## src/design/scnfu_pkg.sv

```systemverilog
// Shared types and constants of the sector cache NFU replacement controller.
// No dependencies; every other design file imports this package.
package scnfu_pkg;

    localparam int SLOTS   = 32;
    localparam int COUNT_W = 16;
    localparam int IDX_W   = $clog2(SLOTS);
    localparam int TAG_W   = 32;
    localparam int CTR_W   = 24;
    localparam int LIM_W   = 16;
    localparam int MUL_W   = 8;
    localparam int SLOT_W  = 5;
    localparam int START_W = 5;
    localparam int CFG_IDX_W  = 1;
    localparam int CFG_DATA_W = 16;
    localparam int DIV_CNT_W  = $clog2(CTR_W);

    localparam logic [COUNT_W-1:0] COUNT_MAX = {COUNT_W{1'b1}};

    // Operation codes of the input transaction
    typedef enum logic [1:0] {
        OP_ACCESS    = 2'd0,
        OP_SET_DIRTY = 2'd1,
        OP_QUERY     = 2'd2,
        OP_FLUSH     = 2'd3
    } t_op;

    // Configuration register indexes
    localparam logic [CFG_IDX_W-1:0] CFG_REFRESH_LIMIT = 1'b0;
    localparam logic [CFG_IDX_W-1:0] CFG_DELAY_MULT    = 1'b1;

    // Result kinds
    localparam logic KIND_WRITEBACK = 1'b0;
    localparam logic KIND_FINAL     = 1'b1;

    // Contents of one cache slot
    typedef struct packed {
        logic [TAG_W-1:0]   tag;
        logic               used;
        logic               dirty;
        logic               accessed;
        logic [COUNT_W-1:0] cnt;
    } t_slot;

    // Update applied by a cell to the slot it takes in
    typedef struct packed {
        logic             clr_dirty;
        logic             wr_dirty;
        logic             dirty_val;
        logic             decay;
        logic             bump;
        logic             set_acc;
        logic             install;
        logic [TAG_W-1:0] tag;
    } t_cell_cmd;

    // One result transaction
    typedef struct packed {
        logic              kind;
        logic [SLOT_W-1:0] slot;
        logic [TAG_W-1:0]  sector;
        logic              hit;
        logic              dirty_flag;
        logic              used_flag;
        logic              last;
    } t_result;

endpackage

```

## src/design/scnfu_if.sv

```systemverilog
// Valid/ready channel interfaces: input, result and configuration write.
// Depends on scnfu_pkg for field widths.
interface scnfu_in_if
    import scnfu_pkg::*;
();
    logic               valid;
    logic               ready;
    logic [1:0]         op;
    logic [TAG_W-1:0]   sector_id;
    logic               dirty_value;
    logic [START_W-1:0] start_slot;

    modport source (output valid, op, sector_id, dirty_value, start_slot, input ready);
    modport sink   (input valid, op, sector_id, dirty_value, start_slot, output ready);
endinterface

interface scnfu_out_if
    import scnfu_pkg::*;
();
    logic              valid;
    logic              ready;
    logic              kind;
    logic [SLOT_W-1:0] slot;
    logic [TAG_W-1:0]  sector;
    logic              hit;
    logic              dirty_flag;
    logic              used_flag;
    logic              last;

    modport source (output valid, kind, slot, sector, hit, dirty_flag, used_flag, last,
                    input ready);
    modport sink   (input valid, kind, slot, sector, hit, dirty_flag, used_flag, last,
                    output ready);
endinterface

interface scnfu_cfg_if
    import scnfu_pkg::*;
();
    logic                  valid;
    logic                  ready;
    logic [CFG_IDX_W-1:0]  index;
    logic [CFG_DATA_W-1:0] data;

    modport source (output valid, index, data, input ready);
    modport sink   (input valid, index, data, output ready);
endinterface

```

## src/design/scnfu_cell.sv

```systemverilog
// One slot cell of the rotating slot ring: holds a slot and takes its neighbor's.
// Depends on scnfu_pkg (t_slot, t_cell_cmd).
module scnfu_cell
    import scnfu_pkg::*;
(
    input  logic      i_clk,
    input  logic      i_rst_n,
    input  logic      i_shift,
    input  t_slot     i_d,
    input  t_cell_cmd i_cmd,
    output t_slot     o_q
);

    t_slot r_q;
    t_slot n_q;

    // Apply the update to the incoming slot
    always_comb begin
        n_q = i_d;
        if (i_cmd.clr_dirty) n_q.dirty = 1'b0;
        if (i_cmd.wr_dirty)  n_q.dirty = i_cmd.dirty_val;
        if (i_cmd.decay && (n_q.cnt != '0)) n_q.cnt = n_q.cnt - 1'b1;
        if (i_cmd.bump && n_q.used && n_q.accessed) begin
            if (n_q.cnt != COUNT_MAX) n_q.cnt = n_q.cnt + 1'b1;
            n_q.accessed = 1'b0;
        end
        if (i_cmd.set_acc) n_q.accessed = 1'b1;
        if (i_cmd.install) begin
            n_q.tag      = i_cmd.tag;
            n_q.used     = 1'b1;
            n_q.dirty    = 1'b0;
            n_q.accessed = 1'b1;
            n_q.cnt      = '0;
        end
    end

    // Advance the ring
    always_ff @(posedge i_clk) begin
        if (!i_rst_n) begin
            r_q <= '0;
        end else if (i_shift) begin
            r_q <= n_q;
        end
    end

    assign o_q = r_q;

endmodule

```

## src/design/scnfu_rem.sv

```systemverilog
// Bit-serial remainder unit: event counter modulo refresh limit, one bit a cycle.
// Depends on scnfu_pkg for widths.
module scnfu_rem
    import scnfu_pkg::*;
(
    input  logic             i_clk,
    input  logic             i_rst_n,
    input  logic             i_start,
    input  logic [CTR_W-1:0] i_dividend,
    input  logic [LIM_W-1:0] i_divisor,
    output logic             o_done,
    output logic             o_zero
);

    logic                 r_busy;
    logic                 r_done;
    logic [DIV_CNT_W-1:0] r_cnt;
    logic [CTR_W-1:0]     r_dvd;
    logic [LIM_W-1:0]     r_dvs;
    logic [LIM_W-1:0]     r_rem;
    logic [LIM_W:0]       w_tmp;
    logic [LIM_W-1:0]     n_rem;

    // Shift in one dividend bit and subtract when it fits
    always_comb begin
        w_tmp = {r_rem, r_dvd[CTR_W-1]};
        if (w_tmp >= {1'b0, r_dvs}) begin
            n_rem = LIM_W'(w_tmp - {1'b0, r_dvs});
        end else begin
            n_rem = w_tmp[LIM_W-1:0];
        end
    end

    always_ff @(posedge i_clk) begin
        if (!i_rst_n) begin
            r_busy <= 1'b0;
            r_done <= 1'b0;
            r_cnt  <= '0;
        end else begin
            r_done <= 1'b0;
            if (i_start) begin
                r_busy <= 1'b1;
                r_cnt  <= DIV_CNT_W'(CTR_W - 1);
            end else if (r_busy) begin
                r_cnt <= r_cnt - 1'b1;
                if (r_cnt == '0) begin
                    r_busy <= 1'b0;
                    r_done <= 1'b1;
                end
            end
        end
    end

    // Operand and remainder registers
    always_ff @(posedge i_clk) begin
        if (i_start) begin
            r_dvd <= i_dividend;
            r_dvs <= i_divisor;
            r_rem <= '0;
        end else if (r_busy) begin
            r_dvd <= {r_dvd[CTR_W-2:0], 1'b0};
            r_rem <= n_rem;
        end
    end

    assign o_done = r_done;
    assign o_zero = (r_rem == '0);

endmodule

```

## src/design/sector_cache_nfu_replacement.sv

```systemverilog
// Sector cache tag and NFU replacement controller: sequencer, ring of slot cells,
// remainder unit. Depends on scnfu_pkg, scnfu_if, scnfu_cell, scnfu_rem.
//
// The slots live in a ring of SLOTS cells that rotates one slot per cycle past a
// single head position, where all reads and updates take place; the ring holds
// still outside the maintenance, search and apply passes and while a writeback
// waits for the result register. One transaction is handled at a time. An access
// runs the refresh-limit remainder, one maintenance pass when an aging event is
// due, a search pass, a pick step, an apply pass and a response step. Set dirty
// and query run a search pass, a pick step, an apply pass when a tag matches and
// a response step; flush runs a maintenance pass and a response step. A result
// register still held by the sink stalls a writeback or the response. The input
// accepts a new transaction only once the final result of the previous one is registered.
module sector_cache_nfu_replacement
    import scnfu_pkg::*;
(
    input  logic        i_clk,
    input  logic        i_rst_n,
    scnfu_in_if.sink    i_in,
    scnfu_cfg_if.sink   i_cfg,
    scnfu_out_if.source o_out
);

    typedef enum logic [2:0] {
        PH_IDLE, PH_DIV, PH_MAINT, PH_SEARCH, PH_PICK, PH_APPLY, PH_RESP
    } t_phase;

    t_phase r_phase;

    t_op                r_op;
    logic [TAG_W-1:0]   r_blk;
    logic               r_dval;
    logic [IDX_W-1:0]   r_start_mod;
    logic [CTR_W-1:0]   r_ctr;
    logic [LIM_W-1:0]   r_lim;
    logic [MUL_W-1:0]   r_mult;
    logic [CTR_W-1:0]   r_prod;
    logic [IDX_W-1:0]   r_pos;
    logic               r_flush;
    logic               r_age;
    logic               r_decay;
    logic               r_found;
    logic [IDX_W-1:0]   r_tgt;
    logic               r_free_found;
    logic [IDX_W-1:0]   r_free_idx;
    logic [COUNT_W-1:0] r_min;
    logic [IDX_W-1:0]   r_min_idx;
    logic [COUNT_W-1:0] r_start_cnt;
    logic               r_evict;
    logic               r_hit;
    logic               r_rd_dirty;
    logic               r_rd_used;
    logic [IDX_W-1:0]   r_resp_slot;
    logic               r_out_valid;
    t_result            r_out;

    t_slot      w_q [SLOTS];
    t_slot      w_head;
    t_cell_cmd  w_cmd;
    logic       w_emit_wb;
    logic       w_step;
    logic       w_can_load;
    logic       w_at_tgt;
    logic       w_last_pos;
    logic       w_match;
    logic       w_accept;
    logic       w_load_wb;
    logic       w_load_final;
    logic [LIM_W-1:0] w_lim_eff;
    logic [CTR_W-1:0] w_ctr_inc;
    logic             w_div_done;
    logic             w_div_zero;

    assign w_head     = w_q[0];
    assign w_can_load = !r_out_valid || o_out.ready;
    assign w_at_tgt   = (r_pos == r_tgt);
    assign w_last_pos = (r_pos == IDX_W'(SLOTS - 1));
    assign w_accept   = i_in.valid && i_in.ready;
    assign w_lim_eff  = (r_lim == '0) ? LIM_W'(1) : r_lim;
    assign w_ctr_inc  = r_ctr + 1'b1;
    assign w_match    = (w_head.tag == r_blk) && ((r_op != OP_ACCESS) || w_head.used);
    assign w_load_wb    = w_emit_wb && w_step;
    assign w_load_final = (r_phase == PH_RESP) && w_can_load;

    assign i_in.ready  = (r_phase == PH_IDLE);
    assign i_cfg.ready = 1'b1;

    // Ring of slot cells; the tail takes the head slot with its update
    for (genvar k = 0; k < SLOTS; k++) begin : g_ring
        if (k == SLOTS - 1) begin : g_tail
            scnfu_cell u_cell (
                .i_clk   (i_clk),
                .i_rst_n (i_rst_n),
                .i_shift (w_step),
                .i_d     (w_q[0]),
                .i_cmd   (w_cmd),
                .o_q     (w_q[k])
            );
        end else begin : g_body
            scnfu_cell u_cell (
                .i_clk   (i_clk),
                .i_rst_n (i_rst_n),
                .i_shift (w_step),
                .i_d     (w_q[k+1]),
                .i_cmd   ('0),
                .o_q     (w_q[k])
            );
        end
    end

    scnfu_rem u_rem (
        .i_clk      (i_clk),
        .i_rst_n    (i_rst_n),
        .i_start    (w_accept && (t_op'(i_in.op) == OP_ACCESS)),
        .i_dividend (w_ctr_inc),
        .i_divisor  (w_lim_eff),
        .o_done     (w_div_done),
        .o_zero     (w_div_zero)
    );

    // Head update, writeback emission and ring advance
    always_comb begin
        w_cmd     = '0;
        w_cmd.tag = r_blk;
        w_cmd.dirty_val = r_dval;
        w_emit_wb = 1'b0;
        w_step    = 1'b0;
        unique case (r_phase)
            PH_MAINT: begin
                w_cmd.clr_dirty = r_flush;
                w_cmd.decay     = r_decay;
                w_cmd.bump      = r_age;
                w_emit_wb       = r_flush && w_head.dirty;
                w_step          = !w_emit_wb || w_can_load;
            end
            PH_SEARCH: begin
                w_step = 1'b1;
            end
            PH_APPLY: begin
                if (w_at_tgt) begin
                    unique case (r_op)
                        OP_ACCESS: begin
                            w_cmd.set_acc = r_hit;
                            w_cmd.install = !r_hit;
                            w_emit_wb     = !r_hit && r_evict && w_head.dirty;
                        end
                        OP_SET_DIRTY: w_cmd.wr_dirty = 1'b1;
                        OP_QUERY:     w_cmd.wr_dirty = 1'b0;
                        OP_FLUSH:     w_cmd.wr_dirty = 1'b0;
                        default:      w_cmd.wr_dirty = 1'b0;
                    endcase
                end
                w_step = !w_emit_wb || w_can_load;
            end
            default: begin
                w_step = 1'b0;
            end
        endcase
    end

    // Configuration registers
    always_ff @(posedge i_clk) begin
        if (!i_rst_n) begin
            r_lim  <= LIM_W'(64);
            r_mult <= MUL_W'(4);
        end else if (i_cfg.valid && i_cfg.ready) begin
            unique case (i_cfg.index)
                CFG_REFRESH_LIMIT: r_lim  <= i_cfg.data[LIM_W-1:0];
                CFG_DELAY_MULT:    r_mult <= i_cfg.data[MUL_W-1:0];
                default:           r_lim  <= r_lim;
            endcase
        end
    end

    // Sequencer, search bookkeeping and result register
    always_ff @(posedge i_clk) begin
        if (!i_rst_n) begin
            r_phase     <= PH_IDLE;
            r_ctr       <= '0;
            r_pos       <= '0;
            r_out_valid <= 1'b0;
        end else begin
            if (w_load_wb || w_load_final) begin
                r_out_valid <= 1'b1;
            end else if (o_out.ready) begin
                r_out_valid <= 1'b0;
            end
            if (w_load_wb) begin
                r_out.kind        <= KIND_WRITEBACK;
                r_out.slot        <= SLOT_W'(r_pos);
                r_out.sector      <= w_head.tag;
                r_out.hit         <= 1'b0;
                r_out.dirty_flag  <= 1'b0;
                r_out.used_flag   <= 1'b0;
                r_out.last        <= 1'b0;
            end
            if (w_step) begin
                r_pos <= w_last_pos ? '0 : r_pos + 1'b1;
            end

            unique case (r_phase)
                PH_IDLE: begin
                    if (w_accept) begin
                        r_op         <= t_op'(i_in.op);
                        r_blk        <= i_in.sector_id;
                        r_dval       <= i_in.dirty_value;
                        r_start_mod  <= IDX_W'(32'(i_in.start_slot) % SLOTS);
                        r_found      <= 1'b0;
                        r_free_found <= 1'b0;
                        r_hit        <= 1'b0;
                        r_evict      <= 1'b0;
                        r_rd_dirty   <= 1'b0;
                        r_rd_used    <= 1'b0;
                        r_resp_slot  <= '0;
                        r_prod       <= {{(CTR_W-LIM_W){1'b0}}, w_lim_eff}
                                        * {{(CTR_W-MUL_W){1'b0}}, r_mult};
                        r_flush      <= 1'b0;
                        r_age        <= 1'b0;
                        r_decay      <= 1'b0;
                        unique case (t_op'(i_in.op))
                            OP_ACCESS: begin
                                r_ctr   <= w_ctr_inc;
                                r_phase <= PH_DIV;
                            end
                            OP_FLUSH: begin
                                r_flush <= 1'b1;
                                r_phase <= PH_MAINT;
                            end
                            default: r_phase <= PH_SEARCH;
                        endcase
                    end
                end
                PH_DIV: begin
                    if (w_div_done) begin
                        if (w_div_zero) begin
                            r_age   <= 1'b1;
                            r_phase <= PH_MAINT;
                            if (r_ctr > r_prod) begin
                                r_flush <= 1'b1;
                                r_decay <= 1'b1;
                                r_ctr   <= '0;
                            end else begin
                                r_decay <= (r_ctr == '0);
                            end
                        end else begin
                            r_phase <= PH_SEARCH;
                        end
                    end
                end
                PH_MAINT: begin
                    if (w_step && w_last_pos) begin
                        r_phase <= (r_op == OP_FLUSH) ? PH_RESP : PH_SEARCH;
                    end
                end
                PH_SEARCH: begin
                    if (w_match && !r_found) begin
                        r_found <= 1'b1;
                        r_tgt   <= r_pos;
                    end
                    if (!w_head.used && !r_free_found) begin
                        r_free_found <= 1'b1;
                        r_free_idx   <= r_pos;
                    end
                    if ((r_pos == '0) || (w_head.cnt < r_min)) begin
                        r_min     <= w_head.cnt;
                        r_min_idx <= r_pos;
                    end
                    if (r_pos == r_start_mod) r_start_cnt <= w_head.cnt;
                    if (w_last_pos) r_phase <= PH_PICK;
                end
                PH_PICK: begin
                    if (r_found) begin
                        r_hit   <= 1'b1;
                        r_phase <= PH_APPLY;
                    end else if (r_op == OP_ACCESS) begin
                        r_evict <= !r_free_found;
                        if (r_free_found) begin
                            r_tgt <= r_free_idx;
                        end else if (r_start_cnt == r_min) begin
                            r_tgt <= r_start_mod;
                        end else begin
                            r_tgt <= r_min_idx;
                        end
                        r_phase <= PH_APPLY;
                    end else begin
                        r_phase <= PH_RESP;
                    end
                end
                PH_APPLY: begin
                    if (w_at_tgt) begin
                        r_resp_slot <= r_pos;
                        if (r_op == OP_QUERY) begin
                            r_rd_dirty <= w_head.dirty;
                            r_rd_used  <= w_head.used;
                        end
                    end
                    if (w_step && w_last_pos) r_phase <= PH_RESP;
                end
                PH_RESP: begin
                    if (w_can_load) begin
                        r_out.kind       <= KIND_FINAL;
                        r_out.slot       <= SLOT_W'(r_resp_slot);
                        r_out.sector     <= r_blk;
                        r_out.hit        <= r_hit;
                        r_out.dirty_flag <= r_rd_dirty;
                        r_out.used_flag  <= r_rd_used;
                        r_out.last       <= 1'b1;
                        r_phase          <= PH_IDLE;
                    end
                end
                default: r_phase <= PH_IDLE;
            endcase
        end
    end

    assign o_out.valid      = r_out_valid;
    assign o_out.kind       = r_out.kind;
    assign o_out.slot       = r_out.slot;
    assign o_out.sector     = r_out.sector;
    assign o_out.hit        = r_out.hit;
    assign o_out.dirty_flag = r_out.dirty_flag;
    assign o_out.used_flag  = r_out.used_flag;
    assign o_out.last       = r_out.last;

endmodule
```

## src/flat_wrapper.sv

```systemverilog
// flat-port wrapper written by rule: the top's interface ports become plain ports
module sector_cache_nfu_replacement_flat import scnfu_pkg::*;
  (i_clk, i_rst_n, i_in_valid, i_in_op, i_in_sector_id, i_in_dirty_value, i_in_start_slot, i_in_ready, i_cfg_valid, i_cfg_index, i_cfg_data, i_cfg_ready, o_out_valid, o_out_kind, o_out_slot, o_out_sector, o_out_hit, o_out_dirty_flag, o_out_used_flag, o_out_last, o_out_ready);
  scnfu_in_if i_in_i ();
  scnfu_cfg_if i_cfg_i ();
  scnfu_out_if o_out_i ();
  input  logic i_clk;
  input  logic i_rst_n;
  input wire logic [$bits(i_in_i.valid)-1:0] i_in_valid;
  input wire logic [$bits(i_in_i.op)-1:0] i_in_op;
  input wire logic [$bits(i_in_i.sector_id)-1:0] i_in_sector_id;
  input wire logic [$bits(i_in_i.dirty_value)-1:0] i_in_dirty_value;
  input wire logic [$bits(i_in_i.start_slot)-1:0] i_in_start_slot;
  output wire logic [$bits(i_in_i.ready)-1:0] i_in_ready;
  input wire logic [$bits(i_cfg_i.valid)-1:0] i_cfg_valid;
  input wire logic [$bits(i_cfg_i.index)-1:0] i_cfg_index;
  input wire logic [$bits(i_cfg_i.data)-1:0] i_cfg_data;
  output wire logic [$bits(i_cfg_i.ready)-1:0] i_cfg_ready;
  output wire logic [$bits(o_out_i.valid)-1:0] o_out_valid;
  output wire logic [$bits(o_out_i.kind)-1:0] o_out_kind;
  output wire logic [$bits(o_out_i.slot)-1:0] o_out_slot;
  output wire logic [$bits(o_out_i.sector)-1:0] o_out_sector;
  output wire logic [$bits(o_out_i.hit)-1:0] o_out_hit;
  output wire logic [$bits(o_out_i.dirty_flag)-1:0] o_out_dirty_flag;
  output wire logic [$bits(o_out_i.used_flag)-1:0] o_out_used_flag;
  output wire logic [$bits(o_out_i.last)-1:0] o_out_last;
  input wire logic [$bits(o_out_i.ready)-1:0] o_out_ready;
  assign i_in_i.valid = i_in_valid;
  assign i_in_i.op = i_in_op;
  assign i_in_i.sector_id = i_in_sector_id;
  assign i_in_i.dirty_value = i_in_dirty_value;
  assign i_in_i.start_slot = i_in_start_slot;
  assign i_in_ready = i_in_i.ready;
  assign i_cfg_i.valid = i_cfg_valid;
  assign i_cfg_i.index = i_cfg_index;
  assign i_cfg_i.data = i_cfg_data;
  assign i_cfg_ready = i_cfg_i.ready;
  assign o_out_valid = o_out_i.valid;
  assign o_out_kind = o_out_i.kind;
  assign o_out_slot = o_out_i.slot;
  assign o_out_sector = o_out_i.sector;
  assign o_out_hit = o_out_i.hit;
  assign o_out_dirty_flag = o_out_i.dirty_flag;
  assign o_out_used_flag = o_out_i.used_flag;
  assign o_out_last = o_out_i.last;
  assign o_out_i.ready = o_out_ready;
  sector_cache_nfu_replacement u_core (.i_clk(i_clk), .i_rst_n(i_rst_n), .i_in(i_in_i), .i_cfg(i_cfg_i), .o_out(o_out_i));
endmodule
```

## config.mk

```make
export PLATFORM = sky130hd
export DESIGN_NAME = sector_cache_nfu_replacement_flat
export DESIGN_NICKNAME = d
export VERILOG_FILES = /design/src/design/scnfu_pkg.sv /design/src/design/scnfu_if.sv /design/src/design/scnfu_cell.sv /design/src/design/scnfu_rem.sv /design/src/design/sector_cache_nfu_replacement.sv /design/src/flat_wrapper.sv
export SDC_FILE = /design/constraint.sdc
export NUM_CORES = 2
export LEC_CHECK = 0
export CAP_MARGIN = 20
export CORE_MARGIN = 1.5
export CORE_UTILIZATION = 60
export DETAILED_ROUTE_END_ITERATION = 8
export DONT_BUFFER_PORTS = 1
export PLACE_DENSITY = 0.84
export SLEW_MARGIN = 30
export SYNTH_ARGS = -nofsm -noshare
export SYNTH_HDL_FRONTEND = slang
export SYNTH_SLANG_ARGS = --single-unit
```

## constraint.sdc

```tcl
create_clock -name i_clk -period 8.22 [get_ports i_clk]
set_clock_uncertainty 0.05 [all_clocks]
set_input_delay 0 -clock i_clk [delete_from_list [all_inputs] [get_ports i_clk]]
set_output_delay 0 -clock i_clk [all_outputs]
set_load 0.005 [all_outputs]
```

==> flow_summary.ini <==
[worst_setup_path]
r2r-start = u_core.r_lim[11]
setup.worst_path.end_class = flip-flop
worstSetupPathType = flip-flop to flip-flop
worst_ep_required_time_ns = 8.71
startpoint = u_core.r_lim[11]
cp_data_arrival_time_ns = 7.24
critPathMaxFanout = 11
startpoint_type = flip-flop

[sta]
period_needed_ns = 6.75
setup_tns_ns = 0
finalMaxSlewViolations = 0
fin_crit_sh_pct = 82.1
relSlewSlack_pct = 34.5
fmax_ghz = 0.148
setup_viol_count_final = 0
final_hold_viol_count = 0
tightestPinTransition_ns = 0.983
rsz0062_at_grt = false

[cts]
post_cts_buffers = 0
cts_buffer_depth = 3
cts_inserted_buffers = 184
worstSkewPairLatency_ns = 0.81
clkTransAtPathRegs_ns = 0.06
cts_tree = done
clock_sinks = 1919
root_buffer = clkbuf_16
htreeDepth = 4

[synthesis]
synthesis.area_um2 = 74800
ys_top_cells_by_count = nand2_1, dfxtp_1, a21oi_1
synth_ff_type = dfxtp_1
synthXorXnorAreaFrac_pct = 1.52
yosys-top-cells-area = dfxtp_1, nand2_1, a21oi_1, edfxtp_1, clkbuf_1
synth_top_family_by_area = simple AND/OR/NAND/NOR gates
synthAdderAreaFrac_pct = 4.08
ys_types = 83
synth_cells = 9048
synth_fp_nets = 9303
ys_async_sr_fraction_pct = 0
synth_top_area_share_pct = 45.8
yosysMostFrequentCell = nand2_1
yosys.area.top_type = dfxtp_1
synth-compound-area-share_pct = 13.8
synth_edf_count = 207
yosysWarnings = 0
syn_area_per_cell_um2 = 8.27
muxShareOfSynthArea_pct = 1.21
synth_seq_area_share_pct = 54.1
synth-simple-area-share_pct = 20.8
ys_seq_elements = 1919

[detailed_routing]
drtPass1Iterations = 8
detail-route-antenna-nets = 0
drc = 0
wl_um = 164000
first_iter_violations = 5455
avgViaCountPerCell = 5.56
num_vias = 58800
wl_per_cell_um = 15.5

[global_route]
grt-ovfl-total = 0
met3_usage_pct = 3.51
grt_pass1_vias = 55400
grt_usage_pct = 25.4
antenna_found_initial = 0
grt_max_degree = 260
grt_busiest_layer = met2
grt_use_met2_pct = 42.9
use_met1_pct = 33.1
grt_pass1_wl_um = 272000

[floorplan]
initial_core_util_pct = 60.5
fp-row-count = 129
dieArea_um2 = 127000
coreArea_um2 = 124000
fp.dieH_um = 356
die_w_um = 356
boundaryPins = 107

[layout]
fin_nets = 9028
layout-drive-gt1-share_pct = 4.55
area_growth_syn_to_layout_pct = 10.8
n_fill_cell = 9420
multi_input_area_um2 = 31100
regArea_um2 = 40500
diodes = 0

[placed_design]
place_congestion = 0.856
dp_hpwl_um = 95600
port_buffers = 0

[power]
total_power_mw = 19.6
p_per_area_nw_per_um2 = 237
p_leak_nw = 27.9
vdd_drop_max_mv = 0.285

[hold_path]
hp-class = input port to flip-flop
hp-start = o_out_ready

[outcome]
status = finished, final reports clean

[run]
cap_violations = 0
==> worst max-delay path: stages (launching register included) <==
cell	delay [ns]
dfxtp_1	0.57
nor3_1	0.16
a41oi_1	0.73
inv_1	0.13
nand2_1	0.13
fa_1	0.43
fa_1	0.54
inv_1	0.05
fa_1	0.54
inv_1	0.06
fa_1	0.53
inv_1	0.05
ha_1	0.35
o211ai_1	0.12
a21oi_1	0.10
o221a_2	0.29
o31a_1	0.29
o41ai_1	0.58
o2111ai_1	0.26
a31o_2	0.28
a21oi_1	0.18
xnor2_1	0.08
==> layout by cell type (no fill, tap or decap), types with 10 or more instances in the layout <==
cell / instances
clkbuf_8: 42
fa_1: 85
buf_4: 27
clkbuf_1: 34
nor3_1: 40
inv_1: 185
nor4_1: 20
dfxtp_1: 1712
a21oi_1: 1674
buf_12: 17
clkinv_2: 44
clkbuf_16: 189
dlygate4sd3_1: 142
buf_16: 11
nand4_1: 32
edfxtp_1: 207
nand2b_1: 18
and2_1: 116
a211oi_1: 39
nor2_1: 147
o21a_1: 15
nand2_1: 3380
xor2_1: 35
a21o_1: 10
mux2i_1: 86
nor2b_1: 20
xnor2_1: 90
nand3_1: 56
bufinv_16: 10
ha_1: 108
o21ai_0: 127
a41oi_1: 20
==> registers in the layout, summed over array words and instances, names as in the netlist, 2 cells and up <==
name / count
u_core.r_pos: 5
u_core.o_out.slot: 5
u_core.r_op: 2
u_core.r_ctr: 24
u_core.r_phase: 3
u_core.u_rem.r_rem: 16
u_core.r_prod: 24
u_core.u_rem.r_dvd: 24
u_core.o_out.sector: 32
u_core.r_tgt: 5
u_core.u_rem.r_cnt: 5
u_core.g_ring.g_body.u_cell.o_q: 1581
u_core.r_lim: 16
u_core.u_rem.r_dvs: 16
u_core.r_min: 16
u_core.r_resp_slot: 5
u_core.r_start_cnt: 16
u_core.r_free_idx: 5
u_core.r_start_mod: 5
u_core.r_blk: 32
u_core.r_min_idx: 5
u_core.r_mult: 8
u_core.g_ring.g_tail.u_cell.o_q: 51
==> logic make-up after synthesis <==
family          count (synthesis)
fa+ha+maj                     193
compound gates               1969
buf+inv                       847
mux                            90
flops                        1919
simple gates                 3902
xor+xnor                      127
other cells                     1
==> worst paths after layout <==
check	endpoint	slack [ns]	cells past startpoint
max	u_core.r_prod[23]	1.47	21
min	u_core.o_out.valid	0.21	4
max reg2reg	u_core.r_prod[23]	1.47	21
min reg2reg	u_core.g_ring[8].g_body.u_cell.o_q[20]	0.37	2
==> power breakdown <==
group	total, mW	internal, mW	switching [mW]
clock	8.57	4.94	3.63
sequential	9.70	9.58	0.121
combinational	1.34	0.350	0.993
total	19.6	14.9	4.74
==> layout make-up <==
class | count | share of cell area, %
Clock inverter | 77 | 1.02
Sequential cell | 1919 | 48.8
Multi-Input combinational cell | 6282 | 37.5
Tap cell | 1637 | 2.47
Clock buffer | 265 | 6.56
Timing Repair Buffer | 199 | 2.76
Inverter | 187 | 0.856
==> routing by layer <==
layer  share of wire (%)  routed length (µm)
met5                   0                   0
met4                 3.3                5480
met3                 4.7                7780
met2                  49               80400
met1                  43               70300
==> stage by stage <==
stage          hold WS, ns  worst slack [ns]  area, µm²  utilization (%)  cells
2_1_floorplan       0.0489              2.52      74800                -   9048
3_3_place_gp        0.0371              1.55      74800             60.5  10100
3_5_place_dp        0.0488              1.52      74900             60.6  10100
4_1_cts              0.125              1.50      82600             66.8  10600
5_1_grt              0.247              1.02      82900             67.1  10600
6_report             0.206              1.47      82900             67.1  10600
==> what timing repair did <==
action,in CTS,in global routing
hold endpoints to repair,413,0
gates resized for setup,0,0
hold buffers,143,0
Note: power is estimated with default switching activity, not from simulation.
